## src/hw/rtl/fsa_pkg.sv

```systemverilog
`timescale 1ns / 1ps
package fsa_pkg;

	localparam int CoordWidth   = 24;
	localparam int DiffWidth    = CoordWidth + 1;
	localparam int RadiusWidth  = 23;
	localparam int GainWidth    = 16;
	localparam int CountWidth   = 9;
	localparam int SumWidth     = 24;
	localparam int AccelWidth   = 25;
	localparam int UnitWidth    = 16;
	localparam int TermWidth    = 32;
	localparam int MaxNeighbors = 256;

	localparam int DivNumWidth  = 40;
	localparam int DivDenWidth  = 25;
	localparam int DivSteps     = 40;
	localparam int SqrtInWidth  = 50;
	localparam int SqrtOutWidth = 25;
	localparam int SqrtSteps    = 25;

	localparam logic [2:0] REG_SEP_RADIUS    = 3'd0;
	localparam logic [2:0] REG_ALIGN_RADIUS  = 3'd1;
	localparam logic [2:0] REG_COHERE_RADIUS = 3'd2;
	localparam logic [2:0] REG_SEP_GAIN      = 3'd3;
	localparam logic [2:0] REG_ALIGN_GAIN    = 3'd4;
	localparam logic [2:0] REG_COHERE_GAIN   = 3'd5;

	localparam logic [1:0] BAND_SEP = 2'd0;
	localparam logic [1:0] BAND_ALN = 2'd1;
	localparam logic [1:0] BAND_COH = 2'd2;

	localparam logic CMD_SELF     = 1'b0;
	localparam logic CMD_NEIGHBOR = 1'b1;

	function automatic logic [DiffWidth-1:0] mag(input logic signed [DiffWidth-1:0] v);
		mag = v[DiffWidth-1] ? (~v + 1'b1) : v;
	endfunction

endpackage

```

## src/hw/rtl/fsa_div.sv

```systemverilog
`timescale 1ns / 1ps
module fsa_div
	import fsa_pkg::*;
(
	input  logic                   clk,
	input  logic                   arst_n,
	input  logic                   go,
	input  logic [DivNumWidth-1:0] num,
	input  logic [DivDenWidth-1:0] den,
	output logic                   done,
	output logic [DivNumWidth-1:0] quo
);
	logic [DivNumWidth-1:0] num_q;
	logic [DivNumWidth-1:0] quo_q;
	logic [DivDenWidth-1:0] den_q;
	logic [DivDenWidth-1:0] rem_q;
	logic [5:0]             cnt_q;
	logic                   busy_q;
	logic                   done_q;
	logic [DivDenWidth:0]   rem_n;
	logic [DivDenWidth:0]   diff;

	// One quotient bit per cycle, restoring form.
	assign rem_n = {rem_q, num_q[DivNumWidth-1]};
	assign diff  = rem_n - {1'b0, den_q};

	always_ff @(posedge clk or negedge arst_n) begin
		if (!arst_n) begin
			busy_q <= 1'b0;
			done_q <= 1'b0;
			cnt_q  <= '0;
		end else begin
			done_q <= 1'b0;
			if (go) begin
				busy_q <= 1'b1;
				cnt_q  <= '0;
			end else if (busy_q) begin
				cnt_q <= cnt_q + 1'b1;
				if (cnt_q == 6'(DivSteps - 1)) begin
					busy_q <= 1'b0;
					done_q <= 1'b1;
				end
			end
		end
	end

	always_ff @(posedge clk) begin
		if (go) begin
			num_q <= num;
			den_q <= den;
			rem_q <= '0;
			quo_q <= '0;
		end else if (busy_q) begin
			num_q <= {num_q[DivNumWidth-2:0], 1'b0};
			if (!diff[DivDenWidth]) begin
				rem_q <= diff[DivDenWidth-1:0];
				quo_q <= {quo_q[DivNumWidth-2:0], 1'b1};
			end else begin
				rem_q <= rem_n[DivDenWidth-1:0];
				quo_q <= {quo_q[DivNumWidth-2:0], 1'b0};
			end
		end
	end

	assign done = done_q;
	assign quo  = quo_q;
endmodule

```

## config.mk

```make
export PLATFORM = sky130hd
export DESIGN_NAME = fsa_div
export DESIGN_NICKNAME = d
export VERILOG_FILES = /design/src/hw/rtl/fsa_pkg.sv /design/src/hw/rtl/fsa_div.sv
export SDC_FILE = /design/constraint.sdc
export NUM_CORES = 1
export LEC_CHECK = 0
export ABC_AREA = 0
export ABC_CLOCK_PERIOD_IN_PS = 4850
export BUFFER_PORTS_ARGS = -buffer_cell sky130_fd_sc_hd__buf_4
export CAP_MARGIN = 20
export CORE_MARGIN = 2
export CORE_UTILIZATION = 58
export CTS_CLUSTER_DIAMETER = 80
export CTS_CLUSTER_SIZE = 10
export DETAILED_ROUTE_END_ITERATION = 6
export GPL_TIMING_DRIVEN = 0
export PLACE_DENSITY_LB_ADDON = 0.3
export SYNTH_ARGS = -nofsm -noshare
export SYNTH_HDL_FRONTEND = slang
export SYNTH_SLANG_ARGS = --single-unit
```

## constraint.sdc

```tcl
create_clock -name clk -period 4.85 [get_ports clk]
set_input_delay 0.97 -clock clk [delete_from_list [all_inputs] [get_ports clk]]
set_output_delay 0.97 -clock clk [all_outputs]
set_load 0.005 [all_outputs]
```

# --- After elaboration in Yosys (flattened, before gate mapping) ---
# Index checks and enable logic that the tools add are counted.
totals:
  rom_bits: 0
  latchBits: 0
  inputBits: 68
  mem_count: 0
  ff_bits: 138
  output_inout_bits: 41
  mem_bits_rw: 0
classes:
  eq_ne: 1
  order_cmp: 0
  mux: 12
  shifts: 0
  reduce_logical: 1
  n_addsub: 2
  div: 0
  bitwise: 0
  mul: 0
ops:
  columns: ["cell", "count"]
  rows:
  - ["2-to-1 mux 40 bit", 2]
  - ["subtractor 26 x 25 -> 26 bit", 1]
  - ["2-to-1 mux 25 bit", 1]
  - ["2-to-1 mux 6 bit", 2]
  - ["2-to-1 mux 1 bit", 7]
  - ["adder 6 x 1 -> 6 bit, second input constant", 1]
  - ["== test 6 bit, second input constant", 1]
  - ["nonzero test 2 bit", 1]

# --- Logic depth before layout (Yosys ltp) ---
logic_depth:
  word_depth: 4
  mapped_depth: 14
  mapped_depth_nobuf: 12

# --- Worst setup path after synthesis ---
# OpenSTA, ideal clock, no wires.
synth_path:
  path_kind: "register to register"
  start: "reg den_q[5]"
  end: "reg rem_q[20]"
  n_path_buf: 0
  t_arrival_ns: 2.432
  setup_ns: 0.119
  slack_ns: 2.300
  path_stages_with_launch: 12
  required_time_ns: 4.731
  period_less_slack_ns: 2.550
  path_cell_list: "edfxtp_1 -> inv_1 -> ha_1 -> and2_4 -> a221oi_2 -> o21ai_2 -> a41o_1 -> o41ai_4 -> o21ai_2 -> and4b_4 -> o31ai_2 -> o21ai_1"
synth_via:
  elab_chain_cells: 2
synth_lines:
  columns: ["element", "line", "rtl"]
  rows:
  - ["from (decl)", "fsa_div.sv:15", "logic [DivDenWidth-1:0] den_q;"]
  - ["from (signal assigned)", "fsa_div.sv:50", "den_q <= den;"]
  - ["subtractor 26 x 25 -> 26 bit", "fsa_div.sv:25", "assign diff = rem_n - {1'b0, den_q};"]
  - ["2-to-1 mux 25 bit", "fsa_div.sv:55", "if (!diff[DivDenWidth]) begin"]
  - ["to (signal assigned)", "fsa_div.sv:56", "rem_q <= diff[DivDenWidth-1:0];"]
  - ["to (signal assigned)", "fsa_div.sv:59", "rem_q <= rem_n[DivDenWidth-1:0];"]
  - ["to (decl)", "fsa_div.sv:16", "logic [DivDenWidth-1:0] rem_q;"]
# No other way between the ends.
# A chain may end at the register's enable or synchronous reset.

# --- Worst setup path after layout ---
layout_path:
  start: "reg den_q[4]"
  end: "reg rem_q[24]"
# The elaborated chain is that of the path after synthesis.

==> metrics <==
RR Endpoint=rem_q[24]; CP max FO=5; Clock power frac=31.5%; leakage=3.81 nW; Num CTS Buffers=17; synth warn=0; Synth Instances=596; Compound-Gate Fraction of Synth Area=9.73%; fmax=338 MHz; Switch Pwr=0.00126 W; Initial Util=59.3%; chip height=112 um; outcome=completed; die area=0.0125 sq mm; GPL Wtd Cong=0.920; multiplexer share of the synthesized area=16.0%; final core utilization=73.4%; Crit. End Element=flip-flop; Crit path required time=5150 ps; Synth Area in Adders=5.13%; CTS root buffer=clkbuf_16; dpl hpwl=10100 um; # resized after CTS=0; Max VDD drop=0.410 mV; Post-DRT Antenna Nets=0; Wirelength per Cell=16.1 um; Worst Skew=9.17 ps; combinational power share=32.2%; synthesis-to-layout area growth=23.9%; Reg clk slew, reported paths=60 ps; CORE AREA=0.0114 sq mm; Initial DRC Count=293; Synth Area in Simple Gates=10.6%; Setup CP Type=flip-flop to flip-flop; Worst Hold Slack=359 ps; drt via density=5.59; first-pass GRT wire length=23700 um; CTS tree=yes; crit path launch type=flip-flop; RSZ-0062 raised after global routing=no; maxcap violations=0; Total Routed Length=14200 um; vias in the first global route=5116; post-synthesis xor/xnor area fraction=3.23%; most frequent cells in the layout=109 x buf_4, 75 x nor2_1, 65 x edfxtp_1, 65 x dfxtp_1, 62 x mux2i_1; Final Cell Area=0.00835 sq mm; Max-slew headroom=38.8%; diode count=0; most common cell after layout, fill and taps aside=buf_4; CTS sink count=138; Post-CTS Setup Repair Bufs=0; power density cells=484 mW/mm^2; residual overflow from global routing=0; initial antenna violation count=0; drt pass-1 iters=5; asr flop ratio synth=5.80%; clock buffer depth=2; H-Tree Depth=4; detailed-route DRC error count=0; fin crit period=2950 ps; placed cell area=0.00775 sq mm; worst-skew pair later-pin latency=420 ps; sw frac=31.2%; Seq cells post-synth=138; via count=4922; Critical Path AT=3250 ps; R2R Setup Slk=1900 ps; worst min path class=input pin to async pin; syn nets=691; FF-to-FF path depth=11; All-Layer GR Usage=23.6%; share of layout cells above drive strength 1=28.0%; sequential element share of the synthesized area=51.3%; Synth Area per Inst=11.3 sq um; Fin Setup TNS=0 ps; cell internal pwr=0.00278 W; Flop pwr share=36.3%; # nets final=819; maximum number of pins on one net before global-route repair=29; Post-synth EDFFs=65; # fillers=773; Cell Rows=39; Netlist cell types=67; Setup violations, final=0; Synth Cell Area=0.00674 sq mm; max-slew violations=0; I/O Pins=109; reg2reg start=den_q[4]; Hold Vio Cnt, Final=0; Die W=112 um; worst-margin pin slew=916 ps; ys flop type=edfxtp_1; IO Port Bufs=108; CTS Hold Bufs=0; Final Cycle Share=60.9%; largest family of logic cells by synthesized area=multiplexers
cells by family (layout without fill, tap and decap cells):
logic type                 Yosys count  after routing
adders and majority gates           27             27
xor gates and xnor gates            24             24
buffers and inverters               62            203
muxes                              102            102
and+or+nand+nor                    154            154
DFF                                138            138
AOI/OAI and AO/OA                   89             89
critical path, stage by stage (launching register included):
cell      delay [ps]
edfxtp_1         330
inv_1             50
ha_1             370
and2_4           180
a221oi_2         250
o21ai_2          140
a41o_1           310
o41ai_4          520
o31a_2           260
o311ai_1         110
mux2i_1          230
o21ai_1           90
sequential cells by signal, summed over array words and instances, names as in the netlist:
signal / cells
busy_q: 1
quo: 40
rem_q: 25
num_q: 40
cnt_q: 6
done: 1
den_q: 25
cell usage after synthesis, types with 10 or more instances:
cell type	n	area share (%)
nor2_1	75	4.2
dfxtp_1	65	19
edfxtp_1	65	29
mux2i_1	62	9.2
mux2_2	39	6.5
inv_1	33	1.8
nand2_1	28	1.6
ha_1	26	4.8
a21oi_1	22	1.6
clkbuf_1	18	1.0
a211oi_1	16	1.8
xnor2_1	15	1.9
o21ai_0	10	0.74
per-stage QoR:
stage                     power [W]  setup WS, ps  cells
after floorplan             0.00248          2300    596
after global placement      0.00271          1480    847
after detailed placement    0.00277          1510    848
after CTS                   0.00405          1900    880
after global routing        0.00425          1730    880
final                       0.00404          1900    880
area by class of cell:
| cell class | count | area (sq um) | area share (%) |
|---|---|---|---|
| clock inverters | 8 | 81.3 | 0.974 |
| clock buffers | 24 | 512 | 6.13 |
| inverters | 33 | 124 | 1.48 |
| multi-input cells | 396 | 3010 | 36.0 |
| flip-flops and latches | 138 | 3450 | 41.4 |
| plain buffers | 29 | 153 | 1.83 |
| repair buffers | 109 | 838 | 10.0 |
| well taps | 143 | 179 | 2.14 |
power by group through the flow:
| stage | combinational [W] | clock [W] | sequential [W] |
|---|---|---|---|
| 4_1_cts | 0.00129 | 0.00129 | 0.00147 |
| 3_3_place_gp | 0.00123 | 0 | 0.00148 |
| 2_1_floorplan | 0.00102 | 0 | 0.00146 |
| 3_5_place_dp | 0.00128 | 0 | 0.00149 |
| 6_report | 0.00130 | 0.00127 | 0.00147 |
| 5_1_grt | 0.00143 | 0.00134 | 0.00148 |
how the worst max path moves through the flow:
stage / start / end / slack (ps) / depth (start not counted)
2_1_floorplan: den_q[5] / rem_q[20] / 2300 / 11
3_3_place_gp: go / num_q[14] / 1480 / 4
3_5_place_dp: go / num_q[14] / 1510 / 5
4_1_cts: den_q[1] / rem_q[16] / 1900 / 13
5_1_grt: den_q[1] / rem_q[16] / 1730 / 13
6_report: den_q[4] / rem_q[24] / 1900 / 11
routing by layer:
| layer | part of all wire (%) | routed length (um) | GRT usage (%) |
|---|---|---|---|
| met1 | 42 | 5910 | 27.4 |
| met2 | 50 | 7090 | 40.0 |
| met3 | 6.7 | 950 | 8.44 |
| met4 | 1.6 | 222 | 9.38 |
| met5 | 0 | 0 | 0 |
Note: power is estimated with default switching activity, not from simulation.
