===== src/hw/rtl/fsa_pkg.sv =====
`timescale 1ns / 1ps
package fsa_pkg;

	localparam int CoordWidth   = 24;
	localparam int DiffWidth    = CoordWidth + 1;
	localparam int RadiusWidth  = 23;
	localparam int GainWidth    = 16;
	localparam int CountWidth   = 9;
	localparam int SumWidth     = 24;
	localparam int AccelWidth   = 25;
	localparam int UnitWidth    = 16;
	localparam int TermWidth    = 32;
	localparam int MaxNeighbors = 256;

	localparam int DivNumWidth  = 40;
	localparam int DivDenWidth  = 25;
	localparam int DivSteps     = 40;
	localparam int SqrtInWidth  = 50;
	localparam int SqrtOutWidth = 25;
	localparam int SqrtSteps    = 25;

	localparam logic [2:0] REG_SEP_RADIUS    = 3'd0;
	localparam logic [2:0] REG_ALIGN_RADIUS  = 3'd1;
	localparam logic [2:0] REG_COHERE_RADIUS = 3'd2;
	localparam logic [2:0] REG_SEP_GAIN      = 3'd3;
	localparam logic [2:0] REG_ALIGN_GAIN    = 3'd4;
	localparam logic [2:0] REG_COHERE_GAIN   = 3'd5;

	localparam logic [1:0] BAND_SEP = 2'd0;
	localparam logic [1:0] BAND_ALN = 2'd1;
	localparam logic [1:0] BAND_COH = 2'd2;

	localparam logic CMD_SELF     = 1'b0;
	localparam logic CMD_NEIGHBOR = 1'b1;

	function automatic logic [DiffWidth-1:0] mag(input logic signed [DiffWidth-1:0] v);
		mag = v[DiffWidth-1] ? (~v + 1'b1) : v;
	endfunction

endpackage


===== src/hw/rtl/fsa_sqrt.sv =====
`timescale 1ns / 1ps
module fsa_sqrt
	import fsa_pkg::*;
(
	input  logic                    clk,
	input  logic                    arst_n,
	input  logic                    go,
	input  logic [SqrtInWidth-1:0]  radicand,
	output logic                    done,
	output logic [SqrtOutWidth-1:0] root
);
	logic [SqrtInWidth-1:0]  rad_q;
	logic [SqrtOutWidth-1:0] root_q;
	logic [27:0]             rem_q;
	logic [4:0]              cnt_q;
	logic                    busy_q;
	logic                    done_q;
	logic [27:0]             rem_n;
	logic [27:0]             trial;

	// Two radicand bits per cycle yield one root bit.
	assign rem_n = {rem_q[25:0], rad_q[SqrtInWidth-1 -: 2]};
	assign trial = {1'b0, root_q, 2'b01};

	always_ff @(posedge clk or negedge arst_n) begin
		if (!arst_n) begin
			busy_q <= 1'b0;
			done_q <= 1'b0;
			cnt_q  <= '0;
		end else begin
			done_q <= 1'b0;
			if (go) begin
				busy_q <= 1'b1;
				cnt_q  <= '0;
			end else if (busy_q) begin
				cnt_q <= cnt_q + 1'b1;
				if (cnt_q == 5'(SqrtSteps - 1)) begin
					busy_q <= 1'b0;
					done_q <= 1'b1;
				end
			end
		end
	end

	always_ff @(posedge clk) begin
		if (go) begin
			rad_q  <= radicand;
			rem_q  <= '0;
			root_q <= '0;
		end else if (busy_q) begin
			rad_q <= {rad_q[SqrtInWidth-3:0], 2'b00};
			if (rem_n >= trial) begin
				rem_q  <= rem_n - trial;
				root_q <= {root_q[SqrtOutWidth-2:0], 1'b1};
			end else begin
				rem_q  <= rem_n;
				root_q <= {root_q[SqrtOutWidth-2:0], 1'b0};
			end
		end
	end

	assign done = done_q;
	assign root = root_q;
endmodule


===== config.mk =====
export PLATFORM = sky130hd
export DESIGN_NAME = fsa_sqrt
export DESIGN_NICKNAME = d
export VERILOG_FILES = /design/src/hw/rtl/fsa_pkg.sv /design/src/hw/rtl/fsa_sqrt.sv
export SDC_FILE = /design/constraint.sdc
export NUM_CORES = 1
export LEC_CHECK = 0
export ABC_CLOCK_PERIOD_IN_PS = 6280
export BUFFER_PORTS_ARGS = -buffer_cell sky130_fd_sc_hd__buf_2
export CAP_MARGIN = 40
export CORE_MARGIN = 2
export CORE_UTILIZATION = 40
export CTS_BUF_LIST = sky130_fd_sc_hd__clkbuf_4
export DETAILED_ROUTE_END_ITERATION = 8
export PLACE_DENSITY = 0.68
export SYNTH_ARGS = -nofsm -noshare
export SYNTH_HDL_FRONTEND = slang
export SYNTH_SLANG_ARGS = --single-unit

===== constraint.sdc =====
create_clock -name clk -period 6.28 [get_ports clk]
set_input_delay 1.256 -clock clk [delete_from_list [all_inputs] [get_ports clk]]
set_output_delay 1.256 -clock clk [all_outputs]
set_load 0.01 [all_outputs]

-- Word level (Yosys, flattened, before mapping)
Cells that the tools add are included.
- register bits: 108
- bits of input ports: 53
- output and inout port bits: 26
- logic and storage cells: 23
- $add $sub $neg: 2
- $lt $le $gt $ge: 1
- equality and inequality tests: 1
- multiplexer cells: 12
- reduce and logical (&&, ||, !) cells: 1
- operators with widths (cell ; count):
    2-to-1 mux 50 bit ; 2
    greater-or-equal comparator 28 x 27 -> 1 bit ; 1
    2-to-1 mux 26 bit ; 1
    subtractor 26 bit ; 1
    2-to-1 mux 5 bit ; 2
    2-to-1 mux 1 bit ; 7
    adder 5 x 1 -> 5 bit (second input constant) ; 1
    equality test 5 bit (second input constant) ; 1
    nonzero test 2 bit ; 1

-- Longest topological paths before layout
- depth after elaboration: 4
- mapped depth: 12
- gate-level depth less buffers: 11

-- Worst setup path before layout
Ideal clock, no wire load.
- kind: input port to flip-flop
- start point: in go
- end point: reg rad_q[0], enable pin
- library setup time: 0.404 ns
- arrival: 2.700 ns
- required time: 5.876 ns
- slack: 3.175 ns
- stages on the path: 4
- path buffers: 2
- cell sequence: clkbuf_1 -> clkbuf_8 -> nor2_1 -> inv_1
- cells in the longest elaborated chain, start to end: 1
- ends and longest elaborated chain (item ; line ; RTL):
    start: declaration ; fsa_sqrt.sv:7 ; input logic go,
    nonzero test 2 bit (no line) ; -- ;
    end signal: assignment ; fsa_sqrt.sv:47 ; rad_q <= radicand;
    end signal: assignment ; fsa_sqrt.sv:51 ; rad_q <= {rad_q[SqrtInWidth-3:0], 2'b00};
    end: declaration ; fsa_sqrt.sv:12 ; logic [SqrtInWidth-1:0] rad_q;
Every way passes these cells.
A chain may end at the register's enable or synchronous reset.

-- Worst setup path in the final report
- start point: reg root_q[0] (netlist: root[0])
- end point: reg rem_q[21]
- cells in the longest elaborated chain, start to end: 2
- elaborated cells between the ends (all ways): 3
- those cells by class: add/sub: 1; order compare: 1; mux: 1
- ends and longest elaborated chain (item ; line ; RTL):
    start: declaration ; fsa_sqrt.sv:13 ; logic [SqrtOutWidth-1:0] root_q;
    start signal: assignment ; fsa_sqrt.sv:54 ; root_q <= {root_q[SqrtOutWidth-2:0], 1'b1};
    start signal: assignment ; fsa_sqrt.sv:57 ; root_q <= {root_q[SqrtOutWidth-2:0], 1'b0};
    subtractor 26 bit or greater-or-equal comparator 28 x 27 -> 1 bit (tied branches) ; fsa_sqrt.sv:53, fsa_sqrt.sv:52 ;
    2-to-1 mux 26 bit * ; fsa_sqrt.sv:52 ; if (rem_n >= trial) begin
    end signal: assignment ; fsa_sqrt.sv:53 ; rem_q <= rem_n - trial;
    end signal: assignment ; fsa_sqrt.sv:56 ; rem_q <= rem_n;
    end: declaration ; fsa_sqrt.sv:14 ; logic [27:0] rem_q;
Every way passes the cells marked *; elsewhere a longest branch is shown, timed or not.

==> impl_metrics.json <==
{
  "dr.pass1.iters": 4,
  "clkTransAtPathRegs_ps": 160,
  "synth_edf_count": 50,
  "final_layout_size_suffix_gt1_share_pct": 27.1,
  "finalCriticalPeriod_ps": 3000,
  "diodes": 0,
  "tightest_slew_ps": 899,
  "setup_viol": 0,
  "final.fill_count": 1375,
  "synthAdderAreaFrac_pct": 6.18,
  "syn_avg_cell_area_um2": 11.0,
  "seq_area_frac_synth_pct": 45.9,
  "yosysUniqueCellTypes": 65,
  "cts.repair.resized": 0,
  "cts_tree": "yes",
  "p_leak_nw": 2.86,
  "gr-total-overflow": 0,
  "area_delta_synth_final_pct": 10.6,
  "status": "finished clean",
  "max_slew_margin_pct": 40.1,
  "max-cap-violations": 0,
  "crit_required_ps": 6680,
  "syn_nets": 617,
  "fin_util_pct": 45.0,
  "hpwlAfterDp_um": 8090,
  "synth_compound_area_share_pct": 11.2,
  "core_area_um2": 14400,
  "cts_made_buffers": 9,
  "grt_first_pass_wirelength_um": 19400,
  "fmax_mhz": 333,
  "critPathMaxFanout": 4,
  "fin_ws_ps": 3280,
  "place_ws_ps": 3200,
  "setup_tns_ps": 0,
  "yosys.area_share.simple_pct": 10.3,
  "grt_pass1_vias": 4128,
  "worstSetupEndpointType": "register",
  "synth_top_family_by_area": "multiplexers",
  "grt_max_degree": 75,
  "drt-vias-per-instance": 5.17,
  "num_io_pins": 79,
  "via_count": 4094,
  "holdBufCountCts": 0,
  "die_w_um": 125,
  "critPathArrivalTime_ps": 3400,
  "clock_latency_ps": 490,
  "ys.flop_type": "dfxtp_1",
  "drc_errors": 0,
  "slew_viol_final": 0,
  "hold_viol_final": 0,
  "die_h_um": 125,
  "initial_core_util_pct": 40.7,
  "first_iter_violations": 190,
  "timing.final.crit_share_pct": 47.8,
  "synth_xor_area_share_pct": 4.03,
  "antenna_found_initial": 0,
  "htreeDepth": 3,
  "finalWirelength_um": 11300,
  "ant_nets": 0,
  "ys_ff_latch": 108,
  "worstSetupPathType": "reg2reg",
  "synthMuxAreaShare_pct": 17.0,
  "yosysWarnings": 0,
  "rows": 44,
  "cts_root_buf": "clkbuf_4",
  "synth_area_um2": 5870,
  "async_reset_ff_share_pct": 6.48,
  "cts_buffer_depth": 2,
  "peakVddDrop_mv": 0.175,
  "post-cts-setup-buffers": 0,
  "design.die.area_um2": 15700,
  "numClockSinks": 108,
  "synth_cells": 535,
  "rsz0062_at_grt": "false",
  "p_per_area_nw_per_um2": 404,
  "cp-start-kind": "register",
  "skew_ps": 18.5,
  "grtUsageTotal_pct": 15.0,
  "nNetsFinal": 686,
  "wl_per_cell_um": 14.3,
  "gp_congestion": 0.821,
  "hold_path.class": "reg2reg",
  "portBuffers": 78
}
-- metrics by stage --
step	cells	power (W)	cell area [µm²]	hold WS (ps)
floorplan	535	0.00214	5870	442
global placement	775	0.00228	6330	466
detailed placement	777	0.00232	6380	479
CTS	792	0.00264	6490	499
global route	792	0.00284	6490	515
finish	792	0.00262	6490	494
-- Yosys cell counts (3+ instances only) --
master | count | area [µm²]
nand2b_1 | 4 | 25.0
o21ai_1 | 6 | 30.0
a211oi_1 | 21 | 158
xor2_1 | 9 | 78.8
nor2_1 | 59 | 221
inv_1 | 35 | 131
a21oi_1 | 28 | 140
dfrtp_1 | 7 | 175
xnor2_1 | 18 | 158
nand2_1 | 21 | 78.8
edfxtp_1 | 50 | 1500
ha_1 | 29 | 363
clkbuf_8 | 3 | 41.3
dfxtp_1 | 51 | 1020
mux2_2 | 48 | 541
o21ai_0 | 11 | 55.1
a21o_1 | 6 | 45.0
mux2i_1 | 46 | 460
nand4_1 | 7 | 43.8
nand3_1 | 6 | 30.0
clkbuf_1 | 14 | 52.6
-- kinds of logic (layout without fill, tap and decap cells) --
group,count (synthesis),in the layout
mux,94,94
xor+xnor,27,27
flops,108,108
compound gates,97,97
fa+ha+maj,29,29
buf+inv,59,132
simple gates,121,121
-- cell type report --
cell class / instances / area [µm²] / area share (%)
inverters: 35 / 131 / 2.02
multi-input cells: 368 / 2860 / 44.1
clock inverters: 6 / 46.3 / 0.713
well taps: 184 / 230 / 3.55
clock buffers: 9 / 67.6 / 1.04
flip-flops and latches: 108 / 2700 / 41.6
repair buffers: 82 / 455 / 7.01
-- path summary, 6_finish.rpt --
| kind | startpoint | endpoint | slack [ps] | cells after the start |
|---|---|---|---|---|
| min | rem_q[0] | rem_q[0] | 490 | 2 |
| max reg2reg | root[0] | rem_q[21] | 3280 | 11 |
| min in group asynchronous | arst_n | cnt_q[3] | 550 | 1 |
| max in group asynchronous | arst_n | busy_q | 5550 | 1 |
| min reg2reg | rem_q[0] | rem_q[0] | 490 | 2 |
| max | root[0] | rem_q[21] | 3280 | 11 |
-- where the power goes --
part           total, W  internal (W)  switching (W)  leakage [nW]
Sequential     0.000907      0.000843      0.0000637          1.04
Clock          0.000320     0.0000830       0.000237        0.0608
Combinational   0.00140      0.000669       0.000728          1.76
-- worst max-delay path, cell delays in order, from the launching register on --
cell       delay (ps)
dfxtp_1           410
inv_1              70
ha_1              230
or3_1             380
o22ai_1           300
o311a_1           300
o2111ai_1         190
a31oi_1           380
o21ai_0           160
xor2_1            150
mux2i_1            80
a211oi_1          260
-- metal layers --
layer | up-vias | share of wire, % | GRT usage, %
met5 | - | 0 | 0
met4 | 0 | 1.4 | 3.66
met3 | 10 | 7.6 | 6.93
met2 | 86 | 47 | 24.2
met1 | 1926 | 44 | 18.4
li1 | 2072 | - | -
-- cells in the final DEF (no fill, tap or decap), types with 11 or more instances in the layout --
| cell type | netlist | layout |
|---|---|---|
| dfxtp_1 | 51 | 51 |
| a211oi_1 | 21 | 21 |
| nand2_1 | 21 | 21 |
| ha_1 | 29 | 29 |
| a21oi_1 | 28 | 28 |
| o21ai_0 | 11 | 11 |
| xnor2_1 | 18 | 18 |
| inv_1 | 35 | 34 |
| mux2i_1 | 46 | 46 |
| buf_2 | 0 | 77 |
| edfxtp_1 | 50 | 50 |
| mux2_2 | 48 | 48 |
| nor2_1 | 59 | 59 |
-- state kept, by name, indices dropped and copies added, names as in the netlist --
signal,cells
busy_q,1
rad_q,50
rem_q,26
root,25
cnt_q,5
done,1
Note: power is estimated with default switching activity, not from simulation.
